## config.mk

```make
export PLATFORM = sky130hd
export DESIGN_NAME = pps_queue
export DESIGN_NICKNAME = d
export VERILOG_FILES = /design/src/pps_pkg.sv /design/src/pps_queue.sv
export SDC_FILE = /design/constraint.sdc
export NUM_CORES = 1
export LEC_CHECK = 0
export ABC_AREA = 0
export BUFFER_PORTS_ARGS = -buffer_cell sky130_fd_sc_hd__buf_2
export CAP_MARGIN = 20
export CORE_AREA = 2 2 562 425
export CTS_CLUSTER_SIZE = 40
export DETAILED_ROUTE_END_ITERATION = 16
export DIE_AREA = 0 0 564 427
export PLACE_DENSITY = 0.51
export SETUP_SLACK_MARGIN = 0.4
export SLEW_MARGIN = 15
export SYNTH_ARGS = -nofsm -noshare
export SYNTH_HDL_FRONTEND = slang
export SYNTH_SLANG_ARGS = --single-unit
```

## constraint.sdc

```tcl
create_clock -name clk -period 15.9 [get_ports clk]
set_clock_uncertainty 0.2 [all_clocks]
set_input_delay 1.59 -clock clk [delete_from_list [all_inputs] [get_ports clk]]
set_output_delay 1.59 -clock clk [all_outputs]
set_load 0.03 [all_outputs]
```

## src/pps_pkg.sv

```systemverilog
// ----------------------------------------------------------------------------
// pps_pkg: shared types and constants of the primitive plane splitter
// Fixed-point formats, payload structs, codes and the crossing-unit port.
// ----------------------------------------------------------------------------
package pps_pkg;
	localparam int COORD_BITS   = 32;
	localparam int FRAC_BITS    = 16;
	localparam int NORM_BITS    = 18;
	localparam int BAND_BITS    = 16;
	localparam int TAG_BITS     = 16;
	localparam int T_BITS       = 30;
	localparam int T_LO_BITS    = T_BITS / 2;
	localparam int T_HI_BITS    = T_BITS - T_LO_BITS;
	localparam int DIFF_BITS    = COORD_BITS + 1;
	localparam int PROD_BITS    = NORM_BITS + DIFF_BITS;
	localparam int DIST_BITS    = PROD_BITS + 2;
	localparam int CFG_BITS     = 32;
	localparam int CFG_IDX_BITS = 3;

	localparam logic signed [NORM_BITS-1:0] NORM_Z_RESET = NORM_BITS'(1 << FRAC_BITS);
	localparam logic [BAND_BITS-1:0]        BAND_RESET   = BAND_BITS'(1);

	typedef logic signed [COORD_BITS-1:0] coord_t;
	typedef coord_t [2:0]                 vec3_t;
	typedef vec3_t [2:0]                  vtx3_t;
	typedef logic signed [DIST_BITS-1:0]  dist_t;

	typedef enum logic [1:0] {
		KIND_TRI   = 2'd0,
		KIND_LINE  = 2'd1,
		KIND_POINT = 2'd2,
		KIND_EMPTY = 2'd3
	} kind_t;

	typedef enum logic [1:0] {
		SIDE_ON    = 2'd0,
		SIDE_FRONT = 2'd1,
		SIDE_BACK  = 2'd2
	} side_t;

	typedef enum logic [1:0] {
		SEL_ORIG = 2'd0,
		SEL_X1   = 2'd1,
		SEL_X2   = 2'd2,
		SEL_ZERO = 2'd3
	} vsel_t;

	typedef enum logic [CFG_IDX_BITS-1:0] {
		REG_NORMAL_X  = 3'd0,
		REG_NORMAL_Y  = 3'd1,
		REG_NORMAL_Z  = 3'd2,
		REG_ANCHOR_X  = 3'd3,
		REG_ANCHOR_Y  = 3'd4,
		REG_ANCHOR_Z  = 3'd5,
		REG_DEAD_BAND = 3'd6
	} cfg_reg_t;

	typedef struct packed {
		kind_t               kind;
		logic [TAG_BITS-1:0] tag;
		coord_t              v0_x;
		coord_t              v0_y;
		coord_t              v0_z;
		coord_t              v1_x;
		coord_t              v1_y;
		coord_t              v1_z;
		coord_t              v2_x;
		coord_t              v2_y;
		coord_t              v2_z;
	} in_item_t;

	typedef struct packed {
		side_t               side;
		logic [TAG_BITS-1:0] src_tag;
		coord_t              p0_x;
		coord_t              p0_y;
		coord_t              p0_z;
		coord_t              p1_x;
		coord_t              p1_y;
		coord_t              p1_z;
		coord_t              p2_x;
		coord_t              p2_y;
		coord_t              p2_z;
		logic                last_piece;
	} out_item_t;

	typedef struct packed {
		kind_t               kind;
		logic [TAG_BITS-1:0] tag;
		vtx3_t               vtx;
		dist_t [2:0]         vdist;
		side_t [2:0]         side;
	} q_entry_t;

	typedef struct packed {
		logic  start;
		vec3_t pa;
		vec3_t pb;
		dist_t da;
		dist_t db;
	} xreq_t;

	typedef struct packed {
		logic  done;
		vec3_t res;
	} xrsp_t;
endpackage

```

## src/pps_queue.sv

```systemverilog
// ----------------------------------------------------------------------------
// pps_queue: short queue of classified primitives
// Decouples the classification pipeline from the splitting back end.
// ----------------------------------------------------------------------------
module pps_queue import pps_pkg::*; #(
	parameter int DEPTH = 4
) (
	input  logic     clk,
	input  logic     arst_n,
	input  logic     push,
	input  q_entry_t push_entry,
	output logic     full,
	input  logic     pop,
	output logic     head_valid,
	output q_entry_t head
);
	localparam int PTR_BITS = (DEPTH > 1) ? $clog2(DEPTH) : 1;
	localparam int CNT_BITS = $clog2(DEPTH + 1);

	q_entry_t              mem_q [DEPTH];
	logic [PTR_BITS-1:0]   wr_q, rd_q;
	logic [CNT_BITS-1:0]   cnt_q;

	assign full       = (cnt_q == CNT_BITS'(DEPTH));
	assign head_valid = (cnt_q != '0);
	assign head       = mem_q[rd_q];

	always_ff @(posedge clk or negedge arst_n) begin
		if (!arst_n) begin
			wr_q  <= '0;
			rd_q  <= '0;
			cnt_q <= '0;
		end else begin
			if (push) begin
				wr_q <= (wr_q == PTR_BITS'(DEPTH - 1)) ? '0 : wr_q + 1'b1;
			end
			if (pop) begin
				rd_q <= (rd_q == PTR_BITS'(DEPTH - 1)) ? '0 : rd_q + 1'b1;
			end
			if (push && !pop) begin
				cnt_q <= cnt_q + 1'b1;
			end else if (pop && !push) begin
				cnt_q <= cnt_q - 1'b1;
			end
		end
	end

	always_ff @(posedge clk) begin
		if (push) begin
			mem_q[wr_q] <= push_entry;
		end
	end
endmodule

```

---- Yosys cells after proc, flatten, opt, wreduce, memory -nomap -nowiden ----
Memory sizes are Yosys's and may differ from the RTL's.
Index checks and enable logic that the tools add are counted.
operators by class
  equality and inequality tests ........... 3
  mux-type cells .......................... 6
  add/subtract/negate cells ............... 4
  reduce and logical (&&, ||, !) cells .... 6
operators with widths
  cell                                                                 count
  3-bit 2-to-1 mux                                                     2
  2-bit by 1-bit adder with 2-bit output (second input constant)       2
  2-bit equality test (second input constant)                          2
  2-bit 2-to-1 mux                                                     2
  3-bit by 1-bit adder with 3-bit output (second input constant)       1
  3-bit equality test (second input constant)                          1
  3-bit nonzero test                                                   1
  3-bit by 1-bit subtractor with 3-bit output (second input constant)  1
  1-bit logical AND                                                    2
  1-bit logical NOT                                                    2
  1-bit 2-to-1 mux                                                     2
  2-bit nonzero test                                                   1
storage, ports and cells
  bits in writable memories ............... 1,884
  bits of input ports ..................... 475
  logic and storage cells ................. 23
  register bits ........................... 7
  memories kept ........................... 1
  output and inout port bits .............. 473
memory list
  memory  depth  bits a word  read ports  clocked after Yosys merged registers in  wr ports  RTL line         source
  mem_q   4      471          1           0                                        1         pps_queue.sv:20  q_entry_t mem_q [DEPTH];

---- Longest topological paths before layout ----
  word-level depth ........................ 4
  depth in mapped cells ................... 7
  depth with buffers taken out ............ 7

---- Worst setup path before layout ----
No wires, ideal clock.
  path type ............................... input to register
  from .................................... input port push
  to ...................................... memory mem_q[0][0] in the netlist's numbering, enable pin
  setup slack ............................. 2.638 ns
  library setup time ...................... 0.894 ns
  buffers on the path ..................... 0
  stages on the path ...................... 1
  arrival time ............................ 12.168 ns
  required time ........................... 14.806 ns
  cell sequence ........................... and2_1
on the way
  cells in the longest elaborated chain, start to end .. 2
ends and longest elaborated chain
  element                                 RTL line         source
  start: declaration                      pps_queue.sv:10  input logic push,
  1-bit 2-to-1 mux                        pps_queue.sv:49  if (push) begin
  1-bit 2-to-1 mux (implied by the code)  pps_queue.sv:50  mem_q[wr_q] <= push_entry;
  end: declaration                        pps_queue.sv:20
No other way between the ends.

==> impl_metrics.csv <==
group,metric,value,unit
status,status,"complete, no violations",
detailed_routing,route.detailed.drc,0,
yosys,synthXorXnorAreaFrac,0.000374,
worst_setup_path,timing.critical_path.slowest_cell_delay,0.93,ns
pwr,leakagePower,29.3,nW
worst_setup_path,end_kind,"output port",
pwr,combinationalPowerShare,0.330,
grt,grt_pass1_vias,31745,
pwr,peakVddDrop,0.121,mV
place,globalplace.congestion,0.754,
yosys,synth_edf_count,1884,
clock_network,postCtsResizedCells,0,
timing,final_max_slew_viol_count,0,
timing,portion_of_the_clock_cycle_consumed_by_the_worst_path_in_the_final_layout,0.444,
yosys,synth.top_cells.by_count,"1,884 x sky130_fd_sc_hd__edfxtp_1, 468 x sky130_fd_sc_hd__mux4_1, 48 x sky130_fd_sc_hd__buf_6, 41 x sky130_fd_sc_hd__buf_2, 8 x sky130_fd_sc_hd__buf_4",
worst_setup_path,critical_path.cell_chain,"buf_4 > buf_4 > buf_4 > mux4_1 > buf_2",
clock_network,cts_sinks,1891,
timing,rsz0062_at_grt,"false",
pwr,sw_frac_of_total,0.350,
floorplanning,design.die.area,0.241,sq mm
grt,grt_overflow_total,0,
yosys,synthesis.instances,2498,
yosys,synth_largest_area_cell,"sky130_fd_sc_hd__edfxtp_1",
detailed_routing,average_wire_per_cell_in_the_routed_design,24.6,um
yosys,ys_seq_area_frac,0.808,
yosys,async_flop_share,0.00370,
timing,finalSetupViolCount,0,
detailed_routing,vias,31564,
yosys,largest_family_of_logic_cells_by_synthesized_area,"multiplexers",
min_path,hold_path.class,"flop to flop",
yosys,syn-cell-area,0.0702,sq mm
yosys,synth_adder_area_share,0.00135,
floorplanning,fp.dieW,564,um
grt,grt_use_total,0.135,
finish,drive_gt1_frac,0.339,
yosys,yosys_warnings,0,
yosys,yosysUniqueCellTypes,21,
finish,layout-area-overhead-vs-synth,20.4,%
pwr,total_switching_power,0.00570,W
yosys,post_synth_mux_area_share,0.176,
detailed_routing,via_cell_ratio,4.58,
yosys,netlist_top_cells_area,"sky130_fd_sc_hd__edfxtp_1 81%, sky130_fd_sc_hd__mux4_1 18%, sky130_fd_sc_hd__buf_6 0.77%",
worst_setup_path,worstSetupStartpointType,"flop",
clock_network,clkLatencyLatePin,0.81,ns
grt,wire_length_of_the_first_global_routing_pass,234,mm
finish,fill_cells,21785,
floorplanning,core,0.236,sq mm
worst_setup_path,path_common_cell,"sky130_fd_sc_hd__buf_4",
timing,relSlewSlack,0.264,
timing,final-hold-violation-count,0,
yosys,yosysMostFrequentCell,"sky130_fd_sc_hd__edfxtp_1",
place,port_buffers,947,
worst_setup_path,setup.worst_path.class,"flop to output port",
yosys,yosys_register_bits,1891,
place,place_hpwl,107,mm
worst_setup_path,arrival,5.27,ns
clock_network,cts_hold_buf,0,
floorplanning,design.portCount,948,
yosys,synth.avg_cell_area,28.1,sq um
clock_network,h_tree_lvls,4,
detailed_routing,ant_nets,0,
worst_setup_path,critPathRequiredTime,14.11,ns
pwr,power.internal,0.0106,W
timing,setup_total_negative_slack,0,ns
finish,nNetsFinal,4059,
detailed_routing,detail_route.first_pass.iterations,5,
clock_network,cts_tree,"built",
detailed_routing,wirelength,170,mm
pwr,power.clock.fraction,0.267,
clock_network,cts_post_setup_buffers_inserted,0,
yosys,netlist.area_leader.share,0.805,
worst_setup_path,critPathSlowestCell,"sky130_fd_sc_hd__buf_4",
floorplanning,die_h,427,um
clock_network,clk_pin_slew,0.07,ns
floorplanning,start_util,0.298,
pwr,power_density,192,mW/mm^2
pwr,power.share.sequential,0.403,
timing,clock.fmax,0.142,GHz
timing,actual_transition_at_the_worst_max_transition_pin,1.10,ns
yosys,synthesis.nets,2980,
grt,grt_antenna_before_repair,110,
timing,final.min_clock_period,7.06,ns
clock_network,number_of_cts_inserted_buffers,194,
detailed_routing,dr.first_iter.drc_count,2205,
finish,post_layout_nonfiller_instances,6893,
grt,maximum_number_of_pins_on_one_net_before_global_route_repair,137,
clock_network,cts_max_path_buffers,4,
clock_network,ctsRootBufferMaster,"sky130_fd_sc_hd__clkbuf_16",
run,maxCapViolations,0,
place,dpl.cell_count,6521,
yosys,ys_flop_type,"sky130_fd_sc_hd__edfxtp_1",
worst_setup_path,maximum_fanout_along_the_worst_path,61,
yosys,synthSimpleGateAreaFrac,0.000819,
yosys,compound_cell_area_share_of_the_yosys_netlist,0.000142,
floorplanning,num_rows,155,
==> layout by cell type, fill, tap and decap left out, drive strengths merged <==
master / count
and2: 4
buf: 989
bufinv: 15
clkbuf: 235
clkinv: 72
clkinvlp: 8
dfrtp: 7
diode: 36
edfxtp: 1884
fa: 1
ha: 6
inv: 10
mux2: 3
mux4: 471
nand2: 2
nor2: 3
nor3b: 1
o21ai: 2
or3: 1
xnor2: 1
xor2: 2
==> final timing paths <==
path | startpoint | to | slack (ns) | depth (start not counted)
max | rd_q[0]$_DFFE_PN0P_ | head[354] | 8.84 | 5
min | cnt_q[2]$_DFFE_PN0P_ | cnt_q[2]$_DFFE_PN0P_ | 0.29 | 1
max reg2reg | wr_q[1]$_DFFE_PN0P_ | mem_q[1][314]$_DFFE_PP_ | 11.06 | 7
min reg2reg | cnt_q[2]$_DFFE_PN0P_ | cnt_q[2]$_DFFE_PN0P_ | 0.29 | 1
max in group asynchronous | arst_n | rd_q[1]$_DFFE_PN0P_ | 14.91 | 1
min in group asynchronous | arst_n | cnt_q[0]$_DFFE_PN0P_ | 0.40 | 1
==> through the flow <==
step	cell area [sq um]	util	setup slack [ns]	hold slack, ns	power [W]
4_1_cts	84500	0.358	8.70	0.286	0.0166
3_3_place_gp	78500	0.333	9.65	0.268	0.0122
6_report	84500	0.359	8.84	0.289	0.0163
2_1_floorplan	70200	-	2.64	0.249	0.0108
3_5_place_dp	78500	0.333	9.64	0.269	0.0122
5_1_grt	84500	0.358	8.59	0.315	0.0169
==> state kept, by name, indices dropped and copies added (netlist names) <==
| signal | count |
|---|---|
| rd_q | 2 |
| cnt_q | 3 |
| wr_q | 2 |
| mem_q | 1884 |
==> cell families after synthesis <==
| logic type | Yosys count |
|---|---|
| AO/OA/AOI/OAI | 2 |
| XOR/XNOR | 3 |
| adder cells (fa/ha/maj) | 7 |
| buffers and inverters | 110 |
| flip-flops | 1891 |
| multiplexers | 474 |
| AND/OR/NAND/NOR | 11 |
==> power by group through the flow <==
stage          Combinational [W]  Clock [W]  Sequential, W
4_1_cts                  0.00551    0.00450        0.00657
5_1_grt                  0.00564    0.00468        0.00662
2_1_floorplan            0.00376          0        0.00702
3_5_place_dp             0.00550          0        0.00667
3_3_place_gp             0.00550          0        0.00665
6_report                 0.00538    0.00434        0.00655
==> cell type report <==
type | instances | area [sq um] | area share
antenna | 36 | 90.1 | 0.00107
multi-input combinational | 497 | 12600 | 0.149
timing repair buffer | 989 | 5180 | 0.0613
clock buffer | 235 | 5030 | 0.0595
inverter | 4 | 15.0 | 0.000178
clock inverter | 101 | 946 | 0.0112
tap | 3140 | 3930 | 0.0465
sequential | 1891 | 56800 | 0.671
==> worst max-delay path: cells and delay by family, from the launching register on <==
family | cells | cell delay (ns)
flip-flops | 1 | 0.86
multiplexers | 1 | 0.73
buffers and inverters | 4 | 2.59
==> layer usage <==
| layer | vias to the layer above | global-route usage | routed length, um |
|---|---|---|---|
| met4 | 84 | 0.0520 | 6320 |
| met2 | 930 | 0.215 | 80800 |
| li1 | 13600 | - | - |
| met3 | 420 | 0.0479 | 13200 |
| met5 | - | 0 | 516 |
| met1 | 16530 | 0.167 | 68700 |
Note: power is estimated with default switching activity, not from simulation.
