## src/pps_pkg.sv

```systemverilog
// ----------------------------------------------------------------------------
// pps_pkg: shared types and constants of the primitive plane splitter
// Fixed-point formats, payload structs, codes and the crossing-unit port.
// ----------------------------------------------------------------------------
package pps_pkg;
	localparam int COORD_BITS   = 32;
	localparam int FRAC_BITS    = 16;
	localparam int NORM_BITS    = 18;
	localparam int BAND_BITS    = 16;
	localparam int TAG_BITS     = 16;
	localparam int T_BITS       = 30;
	localparam int T_LO_BITS    = T_BITS / 2;
	localparam int T_HI_BITS    = T_BITS - T_LO_BITS;
	localparam int DIFF_BITS    = COORD_BITS + 1;
	localparam int PROD_BITS    = NORM_BITS + DIFF_BITS;
	localparam int DIST_BITS    = PROD_BITS + 2;
	localparam int CFG_BITS     = 32;
	localparam int CFG_IDX_BITS = 3;

	localparam logic signed [NORM_BITS-1:0] NORM_Z_RESET = NORM_BITS'(1 << FRAC_BITS);
	localparam logic [BAND_BITS-1:0]        BAND_RESET   = BAND_BITS'(1);

	typedef logic signed [COORD_BITS-1:0] coord_t;
	typedef coord_t [2:0]                 vec3_t;
	typedef vec3_t [2:0]                  vtx3_t;
	typedef logic signed [DIST_BITS-1:0]  dist_t;

	typedef enum logic [1:0] {
		KIND_TRI   = 2'd0,
		KIND_LINE  = 2'd1,
		KIND_POINT = 2'd2,
		KIND_EMPTY = 2'd3
	} kind_t;

	typedef enum logic [1:0] {
		SIDE_ON    = 2'd0,
		SIDE_FRONT = 2'd1,
		SIDE_BACK  = 2'd2
	} side_t;

	typedef enum logic [1:0] {
		SEL_ORIG = 2'd0,
		SEL_X1   = 2'd1,
		SEL_X2   = 2'd2,
		SEL_ZERO = 2'd3
	} vsel_t;

	typedef enum logic [CFG_IDX_BITS-1:0] {
		REG_NORMAL_X  = 3'd0,
		REG_NORMAL_Y  = 3'd1,
		REG_NORMAL_Z  = 3'd2,
		REG_ANCHOR_X  = 3'd3,
		REG_ANCHOR_Y  = 3'd4,
		REG_ANCHOR_Z  = 3'd5,
		REG_DEAD_BAND = 3'd6
	} cfg_reg_t;

	typedef struct packed {
		kind_t               kind;
		logic [TAG_BITS-1:0] tag;
		coord_t              v0_x;
		coord_t              v0_y;
		coord_t              v0_z;
		coord_t              v1_x;
		coord_t              v1_y;
		coord_t              v1_z;
		coord_t              v2_x;
		coord_t              v2_y;
		coord_t              v2_z;
	} in_item_t;

	typedef struct packed {
		side_t               side;
		logic [TAG_BITS-1:0] src_tag;
		coord_t              p0_x;
		coord_t              p0_y;
		coord_t              p0_z;
		coord_t              p1_x;
		coord_t              p1_y;
		coord_t              p1_z;
		coord_t              p2_x;
		coord_t              p2_y;
		coord_t              p2_z;
		logic                last_piece;
	} out_item_t;

	typedef struct packed {
		kind_t               kind;
		logic [TAG_BITS-1:0] tag;
		vtx3_t               vtx;
		dist_t [2:0]         vdist;
		side_t [2:0]         side;
	} q_entry_t;

	typedef struct packed {
		logic  start;
		vec3_t pa;
		vec3_t pb;
		dist_t da;
		dist_t db;
	} xreq_t;

	typedef struct packed {
		logic  done;
		vec3_t res;
	} xrsp_t;
endpackage

```

## src/pps_back.sv

```systemverilog
// ----------------------------------------------------------------------------
// pps_back: split planning, crossing sequencing and piece emission
// Takes one classified primitive at a time and drives the output register.
// ----------------------------------------------------------------------------
module pps_back import pps_pkg::*; (
	input  logic      clk,
	input  logic      arst_n,
	input  logic      q_valid,
	input  q_entry_t  q_head,
	output logic      pop,
	output xreq_t     xreq,
	input  xrsp_t     xrsp,
	output logic      out_valid,
	input  logic      out_stall,
	output out_item_t out_item
);
	typedef enum logic [2:0] {
		ST_LOAD, ST_X1_GO, ST_X1_WAIT, ST_X2_GO, ST_X2_WAIT, ST_EMIT
	} state_t;

	typedef struct packed {
		logic [1:0]       last;
		logic [1:0]       n_cross;
		logic [1:0]       x1_a;
		logic [1:0]       x1_b;
		logic [1:0]       x2_a;
		logic [1:0]       x2_b;
		side_t [2:0]      side;
		vsel_t [2:0][2:0] sel;
	} plan_t;

	state_t     state_q;
	logic [1:0] piece_q;
	logic       out_valid_q;
	out_item_t  out_item_q;
	plan_t      plan_q;
	q_entry_t   ent_q;
	vec3_t      x1_q, x2_q;

	plan_t      plan;
	logic [1:0] ia, ib;
	vtx3_t      pv;
	out_item_t  out_next;
	logic       out_free, emit_fire;

	function automatic side_t side_of(input int v);
		return (v > 0) ? SIDE_FRONT : ((v < 0) ? SIDE_BACK : SIDE_ON);
	endfunction

	function automatic logic [1:0] nxt(input logic [1:0] i);
		return (i == 2'd2) ? 2'd0 : i + 2'd1;
	endfunction

	always_comb begin
		int sg [3];
		int sum;
		int nz;
		logic [1:0] z, a, b, k;
		plan = '0;
		z = '0;
		a = '0;
		b = '0;
		k = '0;
		for (int i = 0; i < 3; i++) begin
			sg[i] = (q_head.side[i] == SIDE_FRONT) ? 1 : ((q_head.side[i] == SIDE_BACK) ? -1 : 0);
		end
		sum = 0;
		nz  = 0;
		unique case (q_head.kind)
			KIND_POINT: begin
				plan.side[0]   = side_of(sg[0]);
				plan.sel[0][1] = SEL_ZERO;
				plan.sel[0][2] = SEL_ZERO;
			end
			KIND_LINE: begin
				plan.sel[0][2] = SEL_ZERO;
				plan.sel[1][2] = SEL_ZERO;
				sum = sg[0] + sg[1];
				if (sg[0] == 0 && sg[1] == 0) begin
					plan.side[0] = SIDE_ON;
				end else if (sum != 0) begin
					plan.side[0] = side_of(sum);
				end else begin
					plan.last    = 2'd1;
					plan.n_cross = 2'd1;
					plan.x1_a    = 2'd0;
					plan.x1_b    = 2'd1;
					plan.side[0] = SIDE_FRONT;
					plan.side[1] = SIDE_BACK;
					if (sg[0] < 0) begin
						plan.sel[0][0] = SEL_X1;
						plan.sel[1][1] = SEL_X1;
					end else begin
						plan.sel[0][1] = SEL_X1;
						plan.sel[1][0] = SEL_X1;
					end
				end
			end
			default: begin
				sum = sg[0] + sg[1] + sg[2];
				nz  = int'(sg[0] == 0) + int'(sg[1] == 0) + int'(sg[2] == 0);
				if (nz == 3) begin
					plan.side[0] = SIDE_ON;
				end else if (sum + nz == 3) begin
					plan.side[0] = SIDE_FRONT;
				end else if (sum - nz == -3) begin
					plan.side[0] = SIDE_BACK;
				end else if (nz == 1) begin
					z = (sg[0] == 0) ? 2'd0 : ((sg[1] == 0) ? 2'd1 : 2'd2);
					a = nxt(z);
					b = nxt(a);
					plan.last      = 2'd1;
					plan.n_cross   = 2'd1;
					plan.x1_a      = a;
					plan.x1_b      = b;
					plan.sel[0][b] = SEL_X1;
					plan.side[0]   = side_of(sg[a]);
					plan.sel[1][a] = SEL_X1;
					plan.side[1]   = side_of(sg[b]);
				end else begin
					k = (sg[1] == sg[2]) ? 2'd0 : ((sg[0] == sg[2]) ? 2'd1 : 2'd2);
					a = nxt(k);
					b = nxt(a);
					plan.last      = 2'd2;
					plan.n_cross   = 2'd2;
					plan.x1_a      = k;
					plan.x1_b      = a;
					plan.x2_a      = k;
					plan.x2_b      = b;
					plan.sel[0][a] = SEL_X1;
					plan.sel[0][b] = SEL_X2;
					plan.side[0]   = side_of(sg[k]);
					plan.sel[1][k] = SEL_X1;
					plan.sel[1][b] = SEL_X2;
					plan.side[1]   = side_of(-sg[k]);
					plan.sel[2][k] = SEL_X2;
					plan.side[2]   = side_of(-sg[k]);
				end
			end
		endcase
	end

	assign ia = (state_q == ST_X2_GO) ? plan_q.x2_a : plan_q.x1_a;
	assign ib = (state_q == ST_X2_GO) ? plan_q.x2_b : plan_q.x1_b;

	always_comb begin
		xreq.start = (state_q == ST_X1_GO) || (state_q == ST_X2_GO);
		xreq.pa    = ent_q.vtx[ia];
		xreq.pb    = ent_q.vtx[ib];
		xreq.da    = ent_q.vdist[ia];
		xreq.db    = ent_q.vdist[ib];
	end

	always_comb begin
		for (int m = 0; m < 3; m++) begin
			case (plan_q.sel[piece_q][m])
				SEL_ORIG: pv[m] = ent_q.vtx[m];
				SEL_X1:   pv[m] = x1_q;
				SEL_X2:   pv[m] = x2_q;
				SEL_ZERO: pv[m] = '0;
			endcase
		end
		out_next.side       = plan_q.side[piece_q];
		out_next.src_tag    = ent_q.tag;
		out_next.p0_x       = pv[0][0];
		out_next.p0_y       = pv[0][1];
		out_next.p0_z       = pv[0][2];
		out_next.p1_x       = pv[1][0];
		out_next.p1_y       = pv[1][1];
		out_next.p1_z       = pv[1][2];
		out_next.p2_x       = pv[2][0];
		out_next.p2_y       = pv[2][1];
		out_next.p2_z       = pv[2][2];
		out_next.last_piece = (piece_q == plan_q.last);
	end

	assign out_free  = !out_valid_q || !out_stall;
	assign emit_fire = (state_q == ST_EMIT) && out_free;
	assign pop       = (state_q == ST_LOAD) && q_valid;

	always_ff @(posedge clk or negedge arst_n) begin
		if (!arst_n) begin
			state_q     <= ST_LOAD;
			piece_q     <= '0;
			out_valid_q <= 1'b0;
		end else begin
			if (emit_fire) begin
				out_valid_q <= 1'b1;
			end else if (!out_stall) begin
				out_valid_q <= 1'b0;
			end
			unique case (state_q)
				ST_LOAD: begin
					if (q_valid) begin
						piece_q <= '0;
						state_q <= (plan.n_cross != 2'd0) ? ST_X1_GO : ST_EMIT;
					end
				end
				ST_X1_GO: state_q <= ST_X1_WAIT;
				ST_X1_WAIT: begin
					if (xrsp.done) begin
						state_q <= (plan_q.n_cross == 2'd2) ? ST_X2_GO : ST_EMIT;
					end
				end
				ST_X2_GO: state_q <= ST_X2_WAIT;
				ST_X2_WAIT: if (xrsp.done) state_q <= ST_EMIT;
				ST_EMIT: begin
					if (out_free) begin
						if (piece_q == plan_q.last) begin
							state_q <= ST_LOAD;
						end else begin
							piece_q <= piece_q + 2'd1;
						end
					end
				end
				default: state_q <= ST_LOAD;
			endcase
		end
	end

	always_ff @(posedge clk) begin
		if (pop) begin
			ent_q  <= q_head;
			plan_q <= plan;
		end
		if (state_q == ST_X1_WAIT && xrsp.done) begin
			x1_q <= xrsp.res;
		end
		if (state_q == ST_X2_WAIT && xrsp.done) begin
			x2_q <= xrsp.res;
		end
		if (emit_fire) begin
			out_item_q <= out_next;
		end
	end

	assign out_valid = out_valid_q;
	assign out_item  = out_item_q;
endmodule

```

## config.mk

```make
export PLATFORM = sky130hd
export DESIGN_NAME = pps_back
export DESIGN_NICKNAME = d
export VERILOG_FILES = /design/src/pps_pkg.sv /design/src/pps_back.sv
export SDC_FILE = /design/constraint.sdc
export NUM_CORES = 1
export LEC_CHECK = 0
export CORE_AREA = 5 5 460 462
export CTS_CLUSTER_SIZE = 25
export DETAILED_ROUTE_END_ITERATION = 16
export DIE_AREA = 0 0 465 467
export DONT_BUFFER_PORTS = 1
export PLACE_DENSITY = 0.36
export SLEW_MARGIN = 10
export SYNTH_ARGS = -nofsm -noshare
export SYNTH_HDL_FRONTEND = slang
export SYNTH_SLANG_ARGS = --single-unit
```

## constraint.sdc

```tcl
create_clock -name clk -period 93.6 [get_ports clk]
set_input_delay 0 -clock clk [delete_from_list [all_inputs] [get_ports clk]]
set_output_delay 0 -clock clk [all_outputs]
set_load 0.01 [all_outputs]
```

-- Word level (Yosys, flattened, before mapping)
Cells that the tools add are included.
- word-level logic and storage cells: 277
- flip-flop bits (word level): 1004
- add/subtract/negate cells: 12
- reduce and logical (&&, ||, !) cells: 28
- $lt $le $gt $ge: 28
- bitwise operators: 6
- equality and inequality tests: 41
- muxes and demuxes: 107
- operator list (kind ; number):
    $pmux W96 S4 ; 3
    $bmux W96 S2 ; 2
    $mux W32 ; 12
    $bmux W53 S2 ; 2
    $bmux W32 S2 ; 3
    $gt A32 B1 Y1 const B ; 6
    $lt A32 B1 Y1 const B ; 6
    $mux W96 ; 2
    $mux W53 ; 2
    $logic_not A32 Y1 ; 3
    $mux W2 ; 38
    $add A32 B32 Y32 ; 2
    $eq A32 B3 Y1 const B ; 2
    $eq A32 B32 Y1 ; 2
    $mux W12 ; 4
    $mux W16 ; 3
    $mux W3 ; 11
    $add A32 B4 Y32 ; 1
    $neg A32 Y32 ; 1
    $reduce_bool A32 Y1 ; 1
    $sub A32 B4 Y32 ; 1
    $eq A2 B2 Y1 const B ; 15
    $lt A2 B3 Y1 const B ; 8
    $demux W2 S2 ; 5
    other kinds (37) ; 87

-- Depth between registers and ports, before layout
Gate-level depths: netlist of the first run.
- depth after elaboration: 26
- depth in mapped cells: 30
- gate-level depth less buffers: 25

-- Worst setup path before layout of the first run
No wires, ideal clock.
- path type: register -> register
- start: register state_q[1]
- end: register ent_q[100] (netlist bit), enable pin
- setup slack: 55.416 ns
- data arrival time: 36.132 ns
- library setup time: 2.052 ns
- cell stages (with the launch flop): 3
- cell sequence: dfrtp_1 -> clkbuf_1 -> nor3b_1
- word-level cells in the longest chain between the ends: 2
- ends and longest elaborated chain (what ; RTL line ; text):
    start, declared ; pps_back.sv:32 ; state_t state_q;
    start signal, assigned ; pps_back.sv:196 ; state_q <= (plan.n_cross != 2'd0) ? ST_X1_GO : ST_EMIT;
    start signal, assigned ; pps_back.sv:202 ; state_q <= (plan_q.n_cross == 2'd2) ? ST_X2_GO : ST_EMIT;
    $logic_not A3 Y1 ; pps_back.sv:179 ; assign pop = (state_q == ST_LOAD) && q_valid;
    $logic_and A1 B1 Y1 ; pps_back.sv:179 ;
    via pop ; pps_back.sv:10 ; output logic pop,
    end signal, assigned ; pps_back.sv:223 ; ent_q <= q_head;
    end, declared ; pps_back.sv:37 ; q_entry_t ent_q;
The timed path passes the listed nets, and every way through them passes these cells.
A chain may end at the register's enable or synchronous reset.

==> results.json, run 1 <==
{
  "fp.dieW_um": 465,
  "crit_fanout": 25,
  "die_y_um": 467,
  "rrSetupSlack_ns": 88.83,
  "grtUsageTotal_pct": 20.1,
  "fin_crit_sh_pct": 8.37,
  "grt-busiest-layer": "met2",
  "finalPower_w": 0.00186,
  "port_buffers": 0,
  "nets": 5345,
  "use_met3_pct": 4.81,
  "max-slew-margin-rel_pct": -1.42,
  "place.gp.congestion": 0.843,
  "cellPowerDensity_nw_per_um2": 28.8,
  "yosysWarningCount": 0,
  "hold_slack_ns": 0.0208,
  "detail-route-antenna-nets": 0,
  "cp.arrival_ns": 8.24,
  "antenna_found_initial": 14,
  "htree_num_levels": 3,
  "fin_ws_ns": 85.76,
  "peakVddDrop_v": 0.0000251,
  "vias_per_cell": 4.79,
  "drc_errors": 0,
  "synth-async-reset-ratio_pct": 0.604,
  "start_kind": "input port",
  "cts_resized": 0,
  "final_core_util_pct": 31.3,
  "grt.met2_usage_pct": 35.6,
  "start_util_pct": 22.3,
  "numCtsBuffers": 121,
  "switching_share_pct": 41.3,
  "power_frac_comb_pct": 34.3,
  "design.core.area_sq_um": 207000,
  "syn_inst": 3643,
  "die_area_sq_um": 217000,
  "tightest_slew_ns": 1.52,
  "avgRoutedWirePerCell_um": 30.5,
  "fin_worst_skew_ns": 0.103,
  "cts.sinks": 994,
  "pre_cts_ws_ns": 85.76,
  "grt_pass1_wl_um": 311000,
  "synth-edff-count": 988,
  "ys.flop_type": "edfxtp_1",
  "netlist_area_sq_um": 46100,
  "synth_seq_area_share_pct": 64.6,
  "hold_path.class": "input port to flop",
  "status": "finished, violations left",
  "fmax_ghz": 0.128,
  "pin_count": 1180,
  "pwr-share-seq_pct": 39.6,
  "synthTopCellsByArea": "edfxtp_1, mux2i_1, o21ai_0",
  "cts_buffer_depth": 3,
  "p_sw_w": 0.000770,
  "violations": "max-slew violations",
  "first_pass_iters": 7,
  "synth_cell_types": 82,
  "use_met1_pct": 23.6,
  "clockPowerShare_pct": 26.1,
  "cts_tree": "built",
  "overflow": 0,
  "hold_viol": 0,
  "endpoint_kind": "flop",
  "grt_start_max_net_pins": 126,
  "path_class": "input port to flop",
  "required_ns": 94.00,
  "fin_crit_ns": 7.84,
  "hpwl_um": 156000,
  "initialDrtViolationCount": 2798,
  "fp-row-count": 167,
  "tns_ns": 0,
  "drive_gt1_share_pct": 6.05,
  "clockRootBuffer": "clkbuf_16",
  "fill_cells": 20500,
  "clk_pin_slew_worst_paths_ns": 0.06,
  "synth.avg_cell_area_sq_um": 12.7,
  "grt_pass1_vias": 37400,
  "maxSlewViolCount": 17,
  "clkLatencyLatePin_ns": 0.80,
  "p_int_w": 0.00109,
  "synth_fp_nets": 4264,
  "seq_area_sq_um": 29800,
  "dr_total_vias": 36100,
  "ys_seq_elements": 994,
  "maxCapViolations": 0,
  "setup_viol": 0,
  "multi_input_area_sq_um": 15500,
  "p_leak_nw": 23.2,
  "yosysTopAreaCellShare_pct": 64.3,
  "wl_um": 230000,
  "grt_setup_unrepaired": "no",
  "synth_top_cell_by_area": "edfxtp_1",
  "synthToLayoutAreaGrowth_pct": 40.2
}
-- per-stage QoR --
stage	area, sq um	instances
global route	64700	7536
finish	64700	7537
CTS	64700	7531
global placement	49400	6185
floorplan	46100	3643
detailed placement	49400	6185
-- kinds of logic (layout without fill, tap and decap cells) --
logic type / after synthesis / count (layout) / synth area share [%]
compound gates: 799 / 799 / 9.54
flops: 994 / 994 / 64.6
mux: 609 / 609 / 13.2
simple gates: 901 / 901 / 8.38
buf+inv: 256 / 1440 / 2.19
other cells: 0 / 6 / 0
fa+ha+maj: 49 / 49 / 1.39
xor+xnor: 35 / 35 / 0.664
-- power by group through the flow --
stage | sequential, W | combinational [W] | clock (W)
floorplan | 0.000779 | 0.000346 | 0
global placement | 0.000748 | 0.000606 | 0
detailed placement | 0.000747 | 0.000608 | 0
CTS | 0.000739 | 0.000650 | 0.000499
global route | 0.000744 | 0.000678 | 0.000519
finish | 0.000738 | 0.000640 | 0.000486
-- cell usage in the layout (no fill, tap or decap), types with 6 or more instances in the layout --
cell type	count
a21o_1	11
buf_4	56
and3_1	11
nand2_1	659
o21ai_0	620
ha_1	45
a211o_1	7
or2_2	6
clkinv_1	31
nand2b_1	18
bufinv_16	16
and2_1	6
nor2b_1	13
a31oi_1	7
nor2_1	74
clkinv_2	25
a21oi_1	45
mux2i_1	604
dfrtp_1	6
nor4_1	8
o21ai_1	17
inv_1	26
diode_2	6
nand4_1	13
nand3_1	13
xnor2_1	30
clkbuf_1	18
nor3_1	24
dlygate4sd3_1	1120
o211ai_1	10
o22ai_1	7
buf_12	11
nor3b_1	9
clkbuf_16	121
edfxtp_1	988
o31ai_1	6
-- path summary, 6_finish.rpt --
kind | startpoint | endpoint | depth (start not counted)
max | q_head[0] | plan_q[21]$_DFFE_PP_ | 24
min | xrsp[47] | x2_q[47]$_DFFE_PP_ | 1
max reg2reg | state_q[2]$_DFFE_PN0P_ | ent_q[356]$_DFFE_PP_ | 6
min reg2reg | ent_q[461]$_DFFE_PP_ | out_item[297]$_DFFE_PP_ | 0
max in group asynchronous | arst_n | state_q[1]$_DFFE_PN0P_ | 2
min in group asynchronous | arst_n | piece_q[1]$_DFFE_PN0P_ | 2
-- critical path, cell delays in order --
cell and delay, ns:
dlygate4sd3_1 0.56, inv_1 0.07, ha_1 0.30, xnor2_1 0.36, inv_2 0.27, ha_1 0.30, a21o_1 0.18, ha_1 0.19
nand2b_1 0.15, ha_1 0.20, nand2b_1 0.16, ha_1 0.34, ha_1 0.69, inv_1 0.15, o31ai_1 0.75, a21oi_1 0.38
o211a_1 0.38, a21o_1 0.22, or4_4 0.47, a21boi_0 0.16, a2111oi_0 0.65, and4_4 0.35, a41o_1 0.76, o31ai_1 0.19
-- cell type report --
cell class	count	area share [%]
Tap cell	2704	5.23
Timing Repair Buffer	1187	18.3
Clock buffer	139	4.78
Sequential cell	994	46.1
Multi-Input combinational cell	2393	23.9
Clock inverter	87	1.49
Inverter	27	0.157
Antenna cell	6	0.0232
-- flip-flops by register name, indices dropped and copies added (netlist names) --
name       cells
plan_q        26
x1_q          96
x2_q          96
piece_q        2
ent_q        463
out_item     307
out_valid      1
state_q        3
-- cells in the mapped netlist (7+ instances only) --
library cell / instances
and2_1: 8
o22ai_1: 7
buf_2: 9
a21o_1: 12
o21ai_1: 12
clkbuf_1: 193
nor4_1: 8
inv_1: 26
a211o_1: 7
o211ai_1: 10
nand2_1: 659
a21oi_1: 47
nor2b_1: 15
edfxtp_1: 988
a31oi_1: 7
and3_1: 11
nor2_1: 78
nor3_1: 26
nor3b_1: 10
nand3_1: 13
nand4_1: 13
xnor2_1: 30
nand2b_1: 18
mux2i_1: 606
o21ai_0: 627
buf_1: 22
ha_1: 45
-- metal layers --
metal | up-vias | wire, um
li1 | 15800 | -
met1 | 18300 | 89800
met2 | 1662 | 115000
met3 | 321 | 15800
met4 | 0 | 9450
met5 | - | 0
-- repair_timing --
item,4_1_cts,5_1_grt
endpoints found under the hold margin,856,0
setup buffers,0,0
hold buffers,1120,0
(Power assumes the default switching activity.)
==> inputs of run 2 (changes only) <==
CORE_AREA = 5 5 459 461   (was 5 5 460 462)
DIE_AREA = 0 0 464 466   (was 0 0 465 467)
PLACE_DENSITY = 0.38   (was 0.36)
clock period = 7 ns   (was 93.6 ns; I/O delays follow)
==> run 2 against run 1 <==
Net effect: the flow now finishes without violations; flip-flop and latch count is the same; via count grew 1.0%; utilization grew 0.24 points; final area grew 0.47%; non-clock buffer count grew 40; critical path type unchanged; critical endpoint is now plan_q[19]$_DFFE_PP_; largest cell class unchanged; highest routed layer is now met5.
==> results.json, run 2 (synthesized netlist as in run 1, its figures left out) <==
{
  "cellPowerDensity_nw_per_um2": 382,
  "first_pass_iters": 5,
  "fp-row-count": 167,
  "status": "complete, no violations",
  "clkLatencyLatePin_ns": 0.79,
  "path_delay_family": "compound AO/OA/AOI/OAI gates",
  "clockRootBuffer": "clkbuf_16",
  "path_common_cell": "ha_1",
  "r2r_start": "piece_q[0]$_DFFE_PN0P_",
  "cts_setup_buffers": 0,
  "fin_worst_skew_ns": 0.0698,
  "grtUsageTotal_pct": 20.2,
  "power_frac_comb_pct": 35.1,
  "cts_tree": "built",
  "slowest_delay_ns": 0.59,
  "drc_errors": 0,
  "path_class": "input port to flop",
  "cts.sinks": 994,
  "wl_um": 230000,
  "fill_cells": 20500,
  "peakVddDrop_v": 0.000259,
  "drive_gt1_share_pct": 6.65,
  "grt_start_max_net_pins": 132,
  "p_int_w": 0.0145,
  "fin_crit_ns": 6.50,
  "endpoint_kind": "flop",
  "final_common_cell": "dlygate4sd3_1",
  "grt_pass1_wl_um": 311000,
  "pwr-share-seq_pct": 39.6,
  "numCtsBuffers": 121,
  "dp.cells": 6218,
  "pre_cts_ws_ns": 0.205,
  "grt_setup_unrepaired": "no",
  "path_buf_inv": 5,
  "detail-route-antenna-nets": 0,
  "crit_fanout": 9,
  "die_area_sq_um": 216000,
  "overflow": 0,
  "hold_viol": 0,
  "die_y_um": 466,
  "htree_num_levels": 3,
  "cp.arrival_ns": 6.97,
  "maxSlewViolCount": 0,
  "stdcell_count": 7577,
  "nets": 5385,
  "tightest_slew_ns": 1.30,
  "cp_slowest_cell": "a221oi_1",
  "fp.dieW_um": 464,
  "p_sw_w": 0.0103,
  "clockPowerShare_pct": 25.4,
  "final_cell_mix": "dlygate4sd3_1, edfxtp_1, nand2_1",
  "start_util_pct": 22.4,
  "clk_pin_slew_worst_paths_ns": 0.06,
  "fin_ws_ns": 0.499,
  "required_ns": 7.47,
  "vias_per_cell": 4.81,
  "cts_buffer_depth": 3,
  "avgRoutedWirePerCell_um": 30.3,
  "design.core.area_sq_um": 206000,
  "setup_viol": 0,
  "min_from": "xrsp[39]",
  "hold_slack_ns": 0.0421,
  "pin_count": 1180,
  "crit_path_start": "q_head[0]",
  "max-slew-margin-rel_pct": 12.3,
  "largest_reg_flops": 463,
  "initialDrtViolationCount": 3097,
  "p_leak_nw": 23.3,
  "antenna_found_initial": 18,
  "grt_pass1_vias": 37400,
  "fmax_ghz": 0.154,
  "port_buffers": 0,
  "hpwl_um": 158000,
  "hold_path.class": "input port to flop",
  "synthToLayoutAreaGrowth_pct": 40.9,
  "largest-register": "ent_q",
  "start_kind": "input port",
  "fin_crit_sh_pct": 92.9,
  "place.gp.congestion": 0.850,
  "switching_share_pct": 41.6,
  "maxCapViolations": 0,
  "dr_total_vias": 36500
}
[run 2: cell types whose count changed in the layout (fill, tap and decap cells not counted), moves of 2 or more]
cell	previous run	this run
diode_2	6	4
buf_12	11	19
buf_4	56	81
o21ai_0	620	618
clkinv_8	0	2
dlygate4sd3_1	1120	1127
o21ai_1	17	19
clkinv_1	31	26
inv_6	1	6
clkbuf_1	18	28
bufinv_16	16	10
[run 2: routing by layer]
layer,vias up,GRT usage (%),wire length (um)
met2,1787,34.9,113000
met4,6,8.31,10700
met3,380,5.56,17600
met1,18500,23.5,88300
met5,-,0,34
li1,15800,-,-
[run 2: worst paths after layout]
check,cells past startpoint,slack (ns),to
setup / recovery,28,0.50,plan_q[19]$_DFFE_PP_
hold / removal,1,0.04,x1_q[39]$_DFFE_PP_
setup reg to reg,6,3.03,out_item[151]$_DFFE_PP_
hold reg to reg,0,0.41,out_item[289]$_DFFE_PP_
max in group asynchronous,2,6.54,out_valid$_DFFE_PN0P_
min in group asynchronous,2,0.18,state_q[2]$_DFFE_PN0P_
[run 2: power groups by stage]
stage | sequential (W) | clock [W] | combinational, W
5_1_grt | 0.00991 | 0.00670 | 0.00922
6_report | 0.00982 | 0.00629 | 0.00871
2_1_floorplan | 0.00958 | 0 | 0.00464
4_1_cts | 0.00983 | 0.00645 | 0.00883
3_3_place_gp | 0.00996 | 0 | 0.00823
3_5_place_dp | 0.00994 | 0 | 0.00824
[run 2: stage by stage]
stage | power [W] | util (%) | TNS (ns) | instance area [sq um]
after global placement | 0.0182 | 24.2 | 0 | 49800
after detailed placement | 0.0182 | 24.2 | 0 | 49800
final | 0.0248 | 31.6 | 0 | 65000
after floorplan | 0.0142 | - | -3150.22 | 46200
after global routing | 0.0258 | 31.6 | 0 | 65000
after CTS | 0.0251 | 31.5 | 0 | 65000
[run 2: worst register-to-register path, stage by stage, from the launching register on]
cell	delay [ns]
dfrtp_1	0.80
mux2i_1	0.26
nor2_4	0.16
buf_4	0.77
buf_4	0.81
mux2i_1	0.21
o21ai_0	0.68
[run 2: final cells by class]
class	instances	area (sq um)	share of cell area, %
repair buffers	1227	12300	18.9
inverters	27	101	0.156
clock inverters	78	769	1.18
clock buffers	150	3160	4.86
diodes	4	10.0	0.0154
multi-input cells	2393	15500	23.8
well taps	2704	3380	5.20
flip-flops and latches	994	29800	45.9
[run 2: timing repair]
action,CTS,global route
resized for setup,0,1
hold buffers,1126,1
endpoints found under the hold margin,1113,1
endpoints found under the setup margin,0,1
